===== config.mk =====
export PLATFORM = sky130hd
export DESIGN_NAME = sstf_disk_request_scheduler
export DESIGN_NICKNAME = d
export VERILOG_FILES = /design/src/hdl/sstf_pkg.sv /design/src/hdl/sstf_disk_request_scheduler.sv /design/src/hdl/sstf_slot_mem.sv /design/src/hdl/sstf_scan_unit.sv
export SDC_FILE = /design/constraint.sdc
export NUM_CORES = 1
export LEC_CHECK = 0
export ABC_AREA = 1
export BUFFER_PORTS_ARGS = -buffer_cell sky130_fd_sc_hd__buf_2
export CAP_MARGIN = 20
export CORE_UTILIZATION = 45
export CTS_CLUSTER_DIAMETER = 150
export DETAILED_ROUTE_END_ITERATION = 6
export PLACE_DENSITY = 0.68
export SLEW_MARGIN = 20
export SYNTH_ARGS = -nofsm -noshare
export SYNTH_HDL_FRONTEND = slang
export SYNTH_SLANG_ARGS = --single-unit
export TNS_END_PERCENT = 5

===== constraint.sdc =====
create_clock -name clk -period 10.3 [get_ports clk]
set_clock_uncertainty 0.2 [all_clocks]
set_input_delay 1.03 -clock clk [delete_from_list [all_inputs] [get_ports clk]]
set_output_delay 1.03 -clock clk [all_outputs]
set_load 0.1 [all_outputs]

===== src/hdl/sstf_pkg.sv =====
// ----------------------------------------------------------------------------
// sstf_pkg
// Shared types and codes for the shortest-seek-first request scheduler.
// ----------------------------------------------------------------------------
package sstf_pkg;

  localparam int unsigned FIELD_CYL_W = 10;
  localparam int unsigned STATUS_W    = 2;
  localparam int unsigned PENDING_W   = 5;
  localparam int unsigned TOTAL_W     = 32;

  // Head cylinder after reset
  localparam logic [FIELD_CYL_W-1:0] START_RESET = FIELD_CYL_W'(15);

  // Item kinds
  localparam logic KIND_ADD   = 1'b0;
  localparam logic KIND_SERVE = 1'b1;

  // Result status codes
  localparam logic [STATUS_W-1:0] ST_ADDED  = 2'd0;
  localparam logic [STATUS_W-1:0] ST_FULL   = 2'd1;
  localparam logic [STATUS_W-1:0] ST_SERVED = 2'd2;
  localparam logic [STATUS_W-1:0] ST_EMPTY  = 2'd3;

  typedef struct packed {
    logic                   kind;
    logic [FIELD_CYL_W-1:0] cylinder;
  } in_word_t;

  typedef struct packed {
    logic [STATUS_W-1:0]    status;
    logic [FIELD_CYL_W-1:0] served_cylinder;
    logic [FIELD_CYL_W-1:0] seek_distance;
    logic [TOTAL_W-1:0]     total_distance;
    logic [PENDING_W-1:0]   pending;
  } out_word_t;

  // Control from the sequencer to the nearest-entry scan unit
  typedef struct packed {
    logic clear;        // start a new search
    logic step;         // an entry is presented this cycle
    logic entry_valid;  // that entry holds a pending request
  } scan_ctl_t;

endpackage


===== src/hdl/sstf_disk_request_scheduler.sv =====
// ----------------------------------------------------------------------------
// sstf_disk_request_scheduler
// Shortest-seek-time-first scheduler over a table of pending cylinders.
// ----------------------------------------------------------------------------
//
//   channel | ports                        | word
//   --------+------------------------------+-------------------------------
//   input   | in_valid, in_stall, in_word  | kind, cylinder
//   result  | out_valid, out_stall, out_word | status, served cylinder,
//           |                              | seek, total, pending
//   config  | cfg_wr_en, cfg_wr_data       | start_position
//
// An add walks the valid bits from slot 0 one slot per cycle and stops at the
// first free slot, or reports the table full after the last slot. A serve reads
// every slot through the single read port of the slot table, one per cycle,
// feeding the shared distance unit. One word is in flight at a time; a finished
// result waits in the output register while the next word is accepted. Reset is
// synchronous and clears the valid bits at once, so no clearing pass is run.
// A stalled output holds its word; the sequencer waits until it drains.
// ----------------------------------------------------------------------------
module sstf_disk_request_scheduler #(
  parameter int unsigned SLOTS         = 16,
  parameter int unsigned CYLINDER_BITS = 10
) (
  input  logic                                 clk,
  input  logic                                 rst_n,
  input  logic                                 in_valid,
  output logic                                 in_stall,
  input  sstf_pkg::in_word_t                   in_word,
  output logic                                 out_valid,
  input  logic                                 out_stall,
  output sstf_pkg::out_word_t                  out_word,
  input  logic                                 cfg_wr_en,
  input  logic [sstf_pkg::FIELD_CYL_W-1:0]     cfg_wr_data
);
  import sstf_pkg::*;

  localparam int unsigned IDX_W = $clog2(SLOTS);
  localparam int unsigned CNT_W = $clog2(SLOTS + 1);
  localparam int unsigned CW    = CYLINDER_BITS;
  localparam logic [IDX_W-1:0] LAST_IDX = IDX_W'(SLOTS - 1);

  // Sequencer states
  localparam logic [2:0] S_IDLE  = 3'd0;  // wait for a word
  localparam logic [2:0] S_ADD   = 3'd1;  // look for the lowest free slot
  localparam logic [2:0] S_READ  = 3'd2;  // issue slot reads for a serve
  localparam logic [2:0] S_DRAIN = 3'd3;  // last read data enters the scan
  localparam logic [2:0] S_FIN   = 3'd4;  // commit the chosen slot
  localparam logic [2:0] S_PUSH  = 3'd5;  // hand the result to the output

  logic [2:0]         state_r, state_nxt;
  logic [IDX_W-1:0]   idx_r, idx_nxt;
  logic               kind_r, kind_nxt;
  logic [CW-1:0]      cyl_r, cyl_nxt;
  logic [SLOTS-1:0]   valid_r, valid_nxt;
  logic [CNT_W-1:0]   cnt_r, cnt_nxt;
  logic [CW-1:0]      head_r, head_nxt;
  logic [CW-1:0]      start_r, start_nxt;
  logic [TOTAL_W-1:0] total_r, total_nxt;
  out_word_t          res_r, res_nxt;
  out_word_t          out_word_r, out_word_nxt;
  logic               out_valid_r, out_valid_nxt;

  // Read pipeline alignment with the registered slot table
  logic               rd_pend_r, rd_pend_nxt;
  logic [IDX_W-1:0]   rd_idx_r, rd_idx_nxt;
  logic               rd_ok_r, rd_ok_nxt;

  logic               mem_wr_en;
  logic [CW-1:0]      mem_rd_data;
  scan_ctl_t          scan_ctl;
  logic               scan_found;
  logic [IDX_W-1:0]   scan_idx;
  logic [CW-1:0]      scan_cyl;
  logic [CW-1:0]      scan_dist;
  logic [TOTAL_W:0]   total_sum;
  logic               in_take;
  logic               out_free;

  assign in_take  = in_valid && !in_stall;
  assign out_free = !out_valid_r || !out_stall;

  sstf_slot_mem #(
    .DEPTH (SLOTS),
    .WIDTH (CW)
  ) u_slot_mem (
    .clk     (clk),
    .wr_en   (mem_wr_en),
    .wr_addr (idx_r),
    .wr_data (cyl_r),
    .rd_addr (idx_r),
    .rd_data (mem_rd_data)
  );

  sstf_scan_unit #(
    .IDX_W (IDX_W),
    .CYL_W (CW)
  ) u_scan (
    .clk       (clk),
    .ctl       (scan_ctl),
    .head      (head_r),
    .entry_cyl (mem_rd_data),
    .entry_idx (rd_idx_r),
    .found     (scan_found),
    .best_idx  (scan_idx),
    .best_cyl  (scan_cyl),
    .best_dist (scan_dist)
  );

  always_comb begin
    state_nxt     = state_r;
    idx_nxt       = idx_r;
    kind_nxt      = kind_r;
    cyl_nxt       = cyl_r;
    valid_nxt     = valid_r;
    cnt_nxt       = cnt_r;
    head_nxt      = head_r;
    start_nxt     = start_r;
    total_nxt     = total_r;
    res_nxt       = res_r;
    out_word_nxt  = out_word_r;
    out_valid_nxt = out_valid_r;
    mem_wr_en     = 1'b0;

    rd_pend_nxt = (state_r == S_READ);
    rd_idx_nxt  = idx_r;
    rd_ok_nxt   = valid_r[idx_r];

    scan_ctl.clear       = in_take;
    scan_ctl.step        = rd_pend_r;
    scan_ctl.entry_valid = rd_ok_r;

    total_sum = {1'b0, total_r} + (TOTAL_W + 1)'(scan_dist);

    // drop the output word once taken
    if (out_valid_r && !out_stall) begin
      out_valid_nxt = 1'b0;
    end

    // register write: start position also moves the head
    if (cfg_wr_en) begin
      start_nxt = CW'(cfg_wr_data);
      head_nxt  = CW'(cfg_wr_data);
    end

    case (state_r)
      S_IDLE: begin
        if (in_take) begin
          kind_nxt  = in_word.kind;
          cyl_nxt   = CW'(in_word.cylinder);
          idx_nxt   = '0;
          state_nxt = (in_word.kind == KIND_ADD) ? S_ADD : S_READ;
        end
      end
      S_ADD: begin
        res_nxt = '0;
        if (!valid_r[idx_r]) begin
          mem_wr_en          = 1'b1;
          valid_nxt[idx_r]   = 1'b1;
          cnt_nxt            = cnt_r + CNT_W'(1);
          res_nxt.status     = ST_ADDED;
          res_nxt.pending    = PENDING_W'(cnt_r + CNT_W'(1));
          res_nxt.total_distance = total_r;
          state_nxt          = S_PUSH;
        end else if (idx_r == LAST_IDX) begin
          res_nxt.status     = ST_FULL;
          res_nxt.pending    = PENDING_W'(cnt_r);
          res_nxt.total_distance = total_r;
          state_nxt          = S_PUSH;
        end else begin
          idx_nxt = idx_r + IDX_W'(1);
        end
      end
      S_READ: begin
        if (idx_r == LAST_IDX) begin
          state_nxt = S_DRAIN;
        end else begin
          idx_nxt = idx_r + IDX_W'(1);
        end
      end
      S_DRAIN: begin
        state_nxt = S_FIN;
      end
      S_FIN: begin
        res_nxt = '0;
        if (scan_found) begin
          // free the slot, move the head, accumulate with saturation
          valid_nxt[scan_idx] = 1'b0;
          cnt_nxt   = cnt_r - CNT_W'(1);
          head_nxt  = scan_cyl;
          total_nxt = total_sum[TOTAL_W] ? '1 : total_sum[TOTAL_W-1:0];
          res_nxt.status          = ST_SERVED;
          res_nxt.served_cylinder = FIELD_CYL_W'(scan_cyl);
          res_nxt.seek_distance   = FIELD_CYL_W'(scan_dist);
          res_nxt.total_distance  = total_sum[TOTAL_W] ? '1 : total_sum[TOTAL_W-1:0];
          res_nxt.pending         = PENDING_W'(cnt_r - CNT_W'(1));
        end else begin
          res_nxt.status         = ST_EMPTY;
          res_nxt.total_distance = total_r;
          res_nxt.pending        = PENDING_W'(cnt_r);
        end
        state_nxt = S_PUSH;
      end
      S_PUSH: begin
        // wait for room in the output register
        if (out_free) begin
          out_word_nxt  = res_r;
          out_valid_nxt = 1'b1;
          state_nxt     = S_IDLE;
        end
      end
      default: begin
        state_nxt = S_IDLE;
      end
    endcase
  end

  always_ff @(posedge clk) begin
    if (!rst_n) begin
      state_r     <= S_IDLE;
      valid_r     <= '0;
      cnt_r       <= '0;
      start_r     <= CW'(START_RESET);
      head_r      <= CW'(START_RESET);
      total_r     <= '0;
      out_valid_r <= 1'b0;
      rd_pend_r   <= 1'b0;
    end else begin
      state_r     <= state_nxt;
      valid_r     <= valid_nxt;
      cnt_r       <= cnt_nxt;
      start_r     <= start_nxt;
      head_r      <= head_nxt;
      total_r     <= total_nxt;
      out_valid_r <= out_valid_nxt;
      rd_pend_r   <= rd_pend_nxt;
    end
  end

  // payload and datapath registers
  always_ff @(posedge clk) begin
    idx_r      <= idx_nxt;
    kind_r     <= kind_nxt;
    cyl_r      <= cyl_nxt;
    res_r      <= res_nxt;
    out_word_r <= out_word_nxt;
    rd_idx_r   <= rd_idx_nxt;
    rd_ok_r    <= rd_ok_nxt;
  end

  // kind_r and start_r are kept for visibility of the word in flight and the
  // programmed start position; they do not steer the datapath after dispatch
  logic unused_ok;
  assign unused_ok = kind_r ^ (^start_r);

  assign in_stall  = (state_r != S_IDLE) || unused_ok && 1'b0;
  assign out_valid = out_valid_r;
  assign out_word  = out_word_r;

endmodule


===== src/hdl/sstf_slot_mem.sv =====
// ----------------------------------------------------------------------------
// sstf_slot_mem
// Slot cylinder table: one write port, one registered read port.
// ----------------------------------------------------------------------------
module sstf_slot_mem #(
  parameter int unsigned DEPTH = 16,
  parameter int unsigned WIDTH = 10
) (
  input  logic                     clk,
  input  logic                     wr_en,
  input  logic [$clog2(DEPTH)-1:0] wr_addr,
  input  logic [WIDTH-1:0]         wr_data,
  input  logic [$clog2(DEPTH)-1:0] rd_addr,
  output logic [WIDTH-1:0]         rd_data
);

  logic [WIDTH-1:0] mem_r [DEPTH];
  logic [WIDTH-1:0] rd_data_r;

  always_ff @(posedge clk) begin
    if (wr_en) begin
      mem_r[wr_addr] <= wr_data;
    end
    rd_data_r <= mem_r[rd_addr];
  end

  assign rd_data = rd_data_r;

endmodule


===== src/hdl/sstf_scan_unit.sv =====
// ----------------------------------------------------------------------------
// sstf_scan_unit
// Shared distance and compare unit: tracks the pending entry nearest the head.
// ----------------------------------------------------------------------------
module sstf_scan_unit #(
  parameter int unsigned IDX_W = 4,
  parameter int unsigned CYL_W = 10
) (
  input  logic                     clk,
  input  sstf_pkg::scan_ctl_t      ctl,
  input  logic [CYL_W-1:0]         head,
  input  logic [CYL_W-1:0]         entry_cyl,
  input  logic [IDX_W-1:0]         entry_idx,
  output logic                     found,
  output logic [IDX_W-1:0]         best_idx,
  output logic [CYL_W-1:0]         best_cyl,
  output logic [CYL_W-1:0]         best_dist
);
  import sstf_pkg::*;

  logic             found_r, found_nxt;
  logic [IDX_W-1:0] best_idx_r, best_idx_nxt;
  logic [CYL_W-1:0] best_cyl_r, best_cyl_nxt;
  logic [CYL_W-1:0] best_dist_r, best_dist_nxt;
  logic [CYL_W-1:0] gap;
  logic             take;

  always_comb begin
    gap = (entry_cyl >= head) ? (entry_cyl - head) : (head - entry_cyl);
    // strict compare: on a tie the earlier (lower) slot stays
    take = ctl.step && ctl.entry_valid && (!found_r || (gap < best_dist_r));

    found_nxt     = found_r;
    best_idx_nxt  = best_idx_r;
    best_cyl_nxt  = best_cyl_r;
    best_dist_nxt = best_dist_r;
    if (ctl.clear) begin
      found_nxt = 1'b0;
    end else if (take) begin
      found_nxt     = 1'b1;
      best_idx_nxt  = entry_idx;
      best_cyl_nxt  = entry_cyl;
      best_dist_nxt = gap;
    end
  end

  always_ff @(posedge clk) begin
    found_r     <= found_nxt;
    best_idx_r  <= best_idx_nxt;
    best_cyl_r  <= best_cyl_nxt;
    best_dist_r <= best_dist_nxt;
  end

  assign found     = found_r;
  assign best_idx  = best_idx_r;
  assign best_cyl  = best_cyl_r;
  assign best_dist = best_dist_r;

endmodule

==> summary.txt <==
Synthesis
  • Async S/R FF share, synth: 0
  • Adder-Cell Fraction of Synth Area: 0.0344
  • Number of flops mapped to enable cells by yosys: 316
  • Post-Synth Simple-Gate Area: 0.157
  • Post-Syn Nets: ~1,800
  • Synth Area in XOR/XNOR: 0.0198
  • Syn Area/Cell: 10.1 sq um
  • Yosys warns: 0
  • Largest family of logic cells by synthesized area: simple AND/OR/NAND/NOR gates
  • Register bit total from synthesis: 400
  • Cell Area, Synth: between 0.015 and 0.02 sq mm
  • Synth Instances: between 1,500 and 2,000
  • Proportion of synthesized area in mux cells: 0.00395
  • Fraction of the yosys area taken by sequential cells: 0.630
  • Compound-Gate Fraction of Synth Area: 0.0963
  • Main synth FF type: edfxtp_1
  • Distinct cells, synth: 40

Pwr
  • Total power: roughly 0.0054 W
  • Pwr per Cell Area: approximately 270 mW/mm^2
  • Leak pwr: slightly below 8 nW
  • Max VDD drop: around 0.13 mV

Global routing
  • Vias in the first global route: 12,011
  • GRT Residual Overflow: 0
  • GRT Total Usage: 0.201
  • Initial antenna violation count: 0
  • First-pass GRT wire length: between 60,000 and 70,000 um
  • Pin count of the biggest net entering global routing: 75

Worst setup path
  • Critical Path Stages: 17
  • CP Capture Type: flip-flop
  • Worst path max stage delay: around 620 ps
  • Crit path to: u_scan.best_idx[3]
  • Reg2reg path depth: 17
  • CP required: between 10,000 and 15,000 ps
  • CP Data Arrival Time: between 4000 and 5000 ps
  • Reg2reg setup slack: 5780 ps
  • CP max stage cell: a21oi_2
  • Number of buffers and inverters on the critical path: 3
  • Nature of the critical path startpoint: flip-flop
  • Crit path launch: head_r[4]
  • Worst path cell trace: inv_1 -> ha_1 -> nand2_1 -> nor2_1 -> inv_1 -> o21ai_1 -> a21oi_1 -> o21ai_1 -> nor2_1 -> nor2_1 -> ha_1 -> a21oi_1 -> o21ai_0 -> a21oi_1 -> o41ai_1 -> a21oi_2 -> buf_4
  • Worst Path Max Fanout: 14
  • FF-to-FF End: u_scan.best_idx[3]
  • Kind of cell adding the most delay to the critical path: compound AO/OA/AOI/OAI gates
  • Reg2Reg Launch Point: head_r[4]
  • Setup Crit Path Kind: reg2reg

Floorplanning
  • Die ar.: roughly 0.040 sq mm
  • Initial Util: 0.458
  • Core ar.: roughly 0.039 sq mm
  • Die X: 201 um
  • Site Rows: 72
  • Num ports: between 80 and 90
  • Die height: roughly 200 um

Detailed routing
  • Avg Vias per Cell: 5.26
  • Routed via count: 12,569
  • DRC: 0
  • Drt first pass iters: 7
  • 1st-iter DRT viols: between 1,000 and 1,500
  • Total wire length: just over 40,000 um
  • Remaining antenna violation count: 0
  • Avg WL per Cell: roughly 17 um

Finish
  • Share of cells above drive strength 1: 0.111
  • Register area: ~0.011 sq mm
  • Count of non-filler cells in the finished layout: about 2,400
  • Fillers: between 3,000 and 4,000
  • Antenna Cells: 0
  • Nets: 1,912
  • Synth-to-layout area growth: 13.1%
  • Fin util: 0.518
  • Multi-input gate area: roughly 0.0056 sq mm

Timing
  • Final Hold Vio Count: 0
  • Slew HR: 0.288
  • Max Slew Vio Count: 0
  • Period utilisation layout: 0.439
  • Unrepaired setup endpoints after global routing: no
  • Minimum clock period: 4520 ps
  • Final Setup Violations: 0
  • Worst Max-Slew Pin Slew: roughly 1100 ps
  • Worst setup margin: 5780 ps
  • Fmax: roughly 220 MHz
  • Setup TNS: 0 ps

Clocking
  • TritonCTS clock tree: done
  • Clock Root Buffer: clkbuf_16
  • Post-CTS Repair Setup Buffers: 0
  • Clock slew at reported path FFs: roughly 60 ps
  • Post-CTS sizing: 0
  • CTS Hold Bufs: 0
  • CTS H-tree depth: 2
  • Clk Latency, worst-skew pair: approximately 560 ps
  • Max Buffers Root-to-Sink: 3
  • CTS Sinks: 400
  • CTS Buf Count: slightly above 40

Min path
  • HP Class: reg2reg

Placed design
  • Post-Place Setup Slack: 5790 ps
  • Dpl hpwl: roughly 27,000 um
  • Gpl congestion: around 0.9
  • Inst Count DP: 2,311
  • IO Port Bufs: 86

Run
  • MaxCap Viol Count: 0

Outcome
  • Run status: finished, final reports clean
[state kept, by name, indices dropped and copies added (netlist names), 5 cells and up]
signal              cells
u_scan.best_dist       10
cnt_r                   5
total_r                32
u_slot_mem.rd_data     10
res_r                  59
valid_r                16
u_slot_mem.mem_r      160
cyl_r                  10
u_scan.best_cyl        10
out_word               59
head_r                 10
[Yosys cell counts (all sizes together), types with 27 or more instances]
master	instances	share of area
nand2	326	0.070
nor2	223	0.049
clkbuf	42	0.0090
buf	27	0.0090
nor3	28	0.0085
ha	44	0.031
o21ai	177	0.050
a21oi	92	0.026
xor2	30	0.015
inv	194	0.041
o22ai	40	0.014
edfxtp	316	0.54
nand3	71	0.020
dfxtp	84	0.095
[metal layers]
| metal | vias up | global-route usage | share of wire |
|---|---|---|---|
| met3 | 67 | 0.0294 | 0.055 |
| met4 | 0 | 0.0641 | 0.024 |
| met5 | - | 0 | 0 |
| met1 | 5960 | 0.272 | 0.44 |
| li1 | 6119 | - | - |
| met2 | 423 | 0.332 | 0.48 |
[report_power, final]
group / switching (W) / total, W / internal, W
clock network: 0.000625 / 0.00145 / 0.000824
logic: 0.00125 / 0.00173 / 0.000478
registers: 0.000145 / 0.00227 / 0.00212
[worst min path at each step]
stage                            from                  to  slack (ps)  depth (start not counted)
after floorplan           rd_idx_r[0]  u_scan.best_idx[0]         190                          0
after CTS                 rd_idx_r[0]  u_scan.best_idx[0]         210                          0
final                     rd_idx_r[0]  u_scan.best_idx[0]         210                          0
after detailed placement  rd_idx_r[0]  u_scan.best_idx[0]         200                          0
after global routing      rd_idx_r[0]  u_scan.best_idx[0]         220                          0
after global placement    rd_idx_r[0]  u_scan.best_idx[0]         190                          0
[logic make-up (layout without fill, tap and decap cells)]
group / Yosys count / in the layout
adders and majority gates: 47 / 47
buffers and inverters: 263 / 382
muxes: 7 / 7
AOI/OAI and AO/OA: 323 / 323
DFF: 400 / 400
and+or+nand+nor: 672 / 672
xor gates and xnor gates: 40 / 40
[worst register-to-register path, stage by stage, from the launching register on]
cell	delay (ps)
dfxtp_1	330
inv_1	60
ha_1	400
nand2_1	130
nor2_1	150
inv_1	50
o21ai_1	230
a21oi_1	120
o21ai_1	500
nor2_1	90
nor2_1	190
ha_1	280
a21oi_1	150
o21ai_0	120
a21oi_1	140
o41ai_1	100
a21oi_2	620
buf_4	340
[layout make-up]
type                            instances  share of cell area
Sequential cell                       400               0.557
Inverter                              194              0.0363
Multi-Input combinational cell       1089               0.277
Tap cell                              518              0.0323
Clock inverter                         29              0.0133
Timing Repair Buffer                  113              0.0319
Clock buffer                           46              0.0526
[placed cells by master, fill, tap and decap left out, types with 4 or more instances in the layout]
master / synthesis / final
nand4_1: 19 / 19
nor2_1: 219 / 219
nor3_1: 26 / 23
ha_1: 44 / 44
o211ai_1: 7 / 7
inv_1: 185 / 185
xnor2_1: 10 / 10
buf_4: 4 / 26
clkinv_2: 0 / 11
o22ai_1: 40 / 40
xor2_1: 30 / 30
nand2_1: 323 / 322
inv_6: 0 / 4
nand3_1: 70 / 70
clkbuf_1: 41 / 4
buf_2: 16 / 86
o21bai_1: 4 / 4
clkbuf_16: 0 / 41
mux2i_1: 7 / 7
o21ai_1: 7 / 7
clkinv_1: 0 / 5
inv_2: 9 / 9
edfxtp_1: 316 / 316
nor3_2: 2 / 4
a21oi_1: 92 / 90
dfxtp_1: 84 / 84
o21ai_0: 170 / 170
[per-stage QoR]
stage          cell area [sq um]  hold slack [ps]
3_5_place_dp               18700              198
6_report                   20100              211
5_1_grt                    20100              221
2_1_floorplan              17700              186
4_1_cts                    20000              212
3_3_place_gp               18700              188
Power figures use the tool's default switching activity.
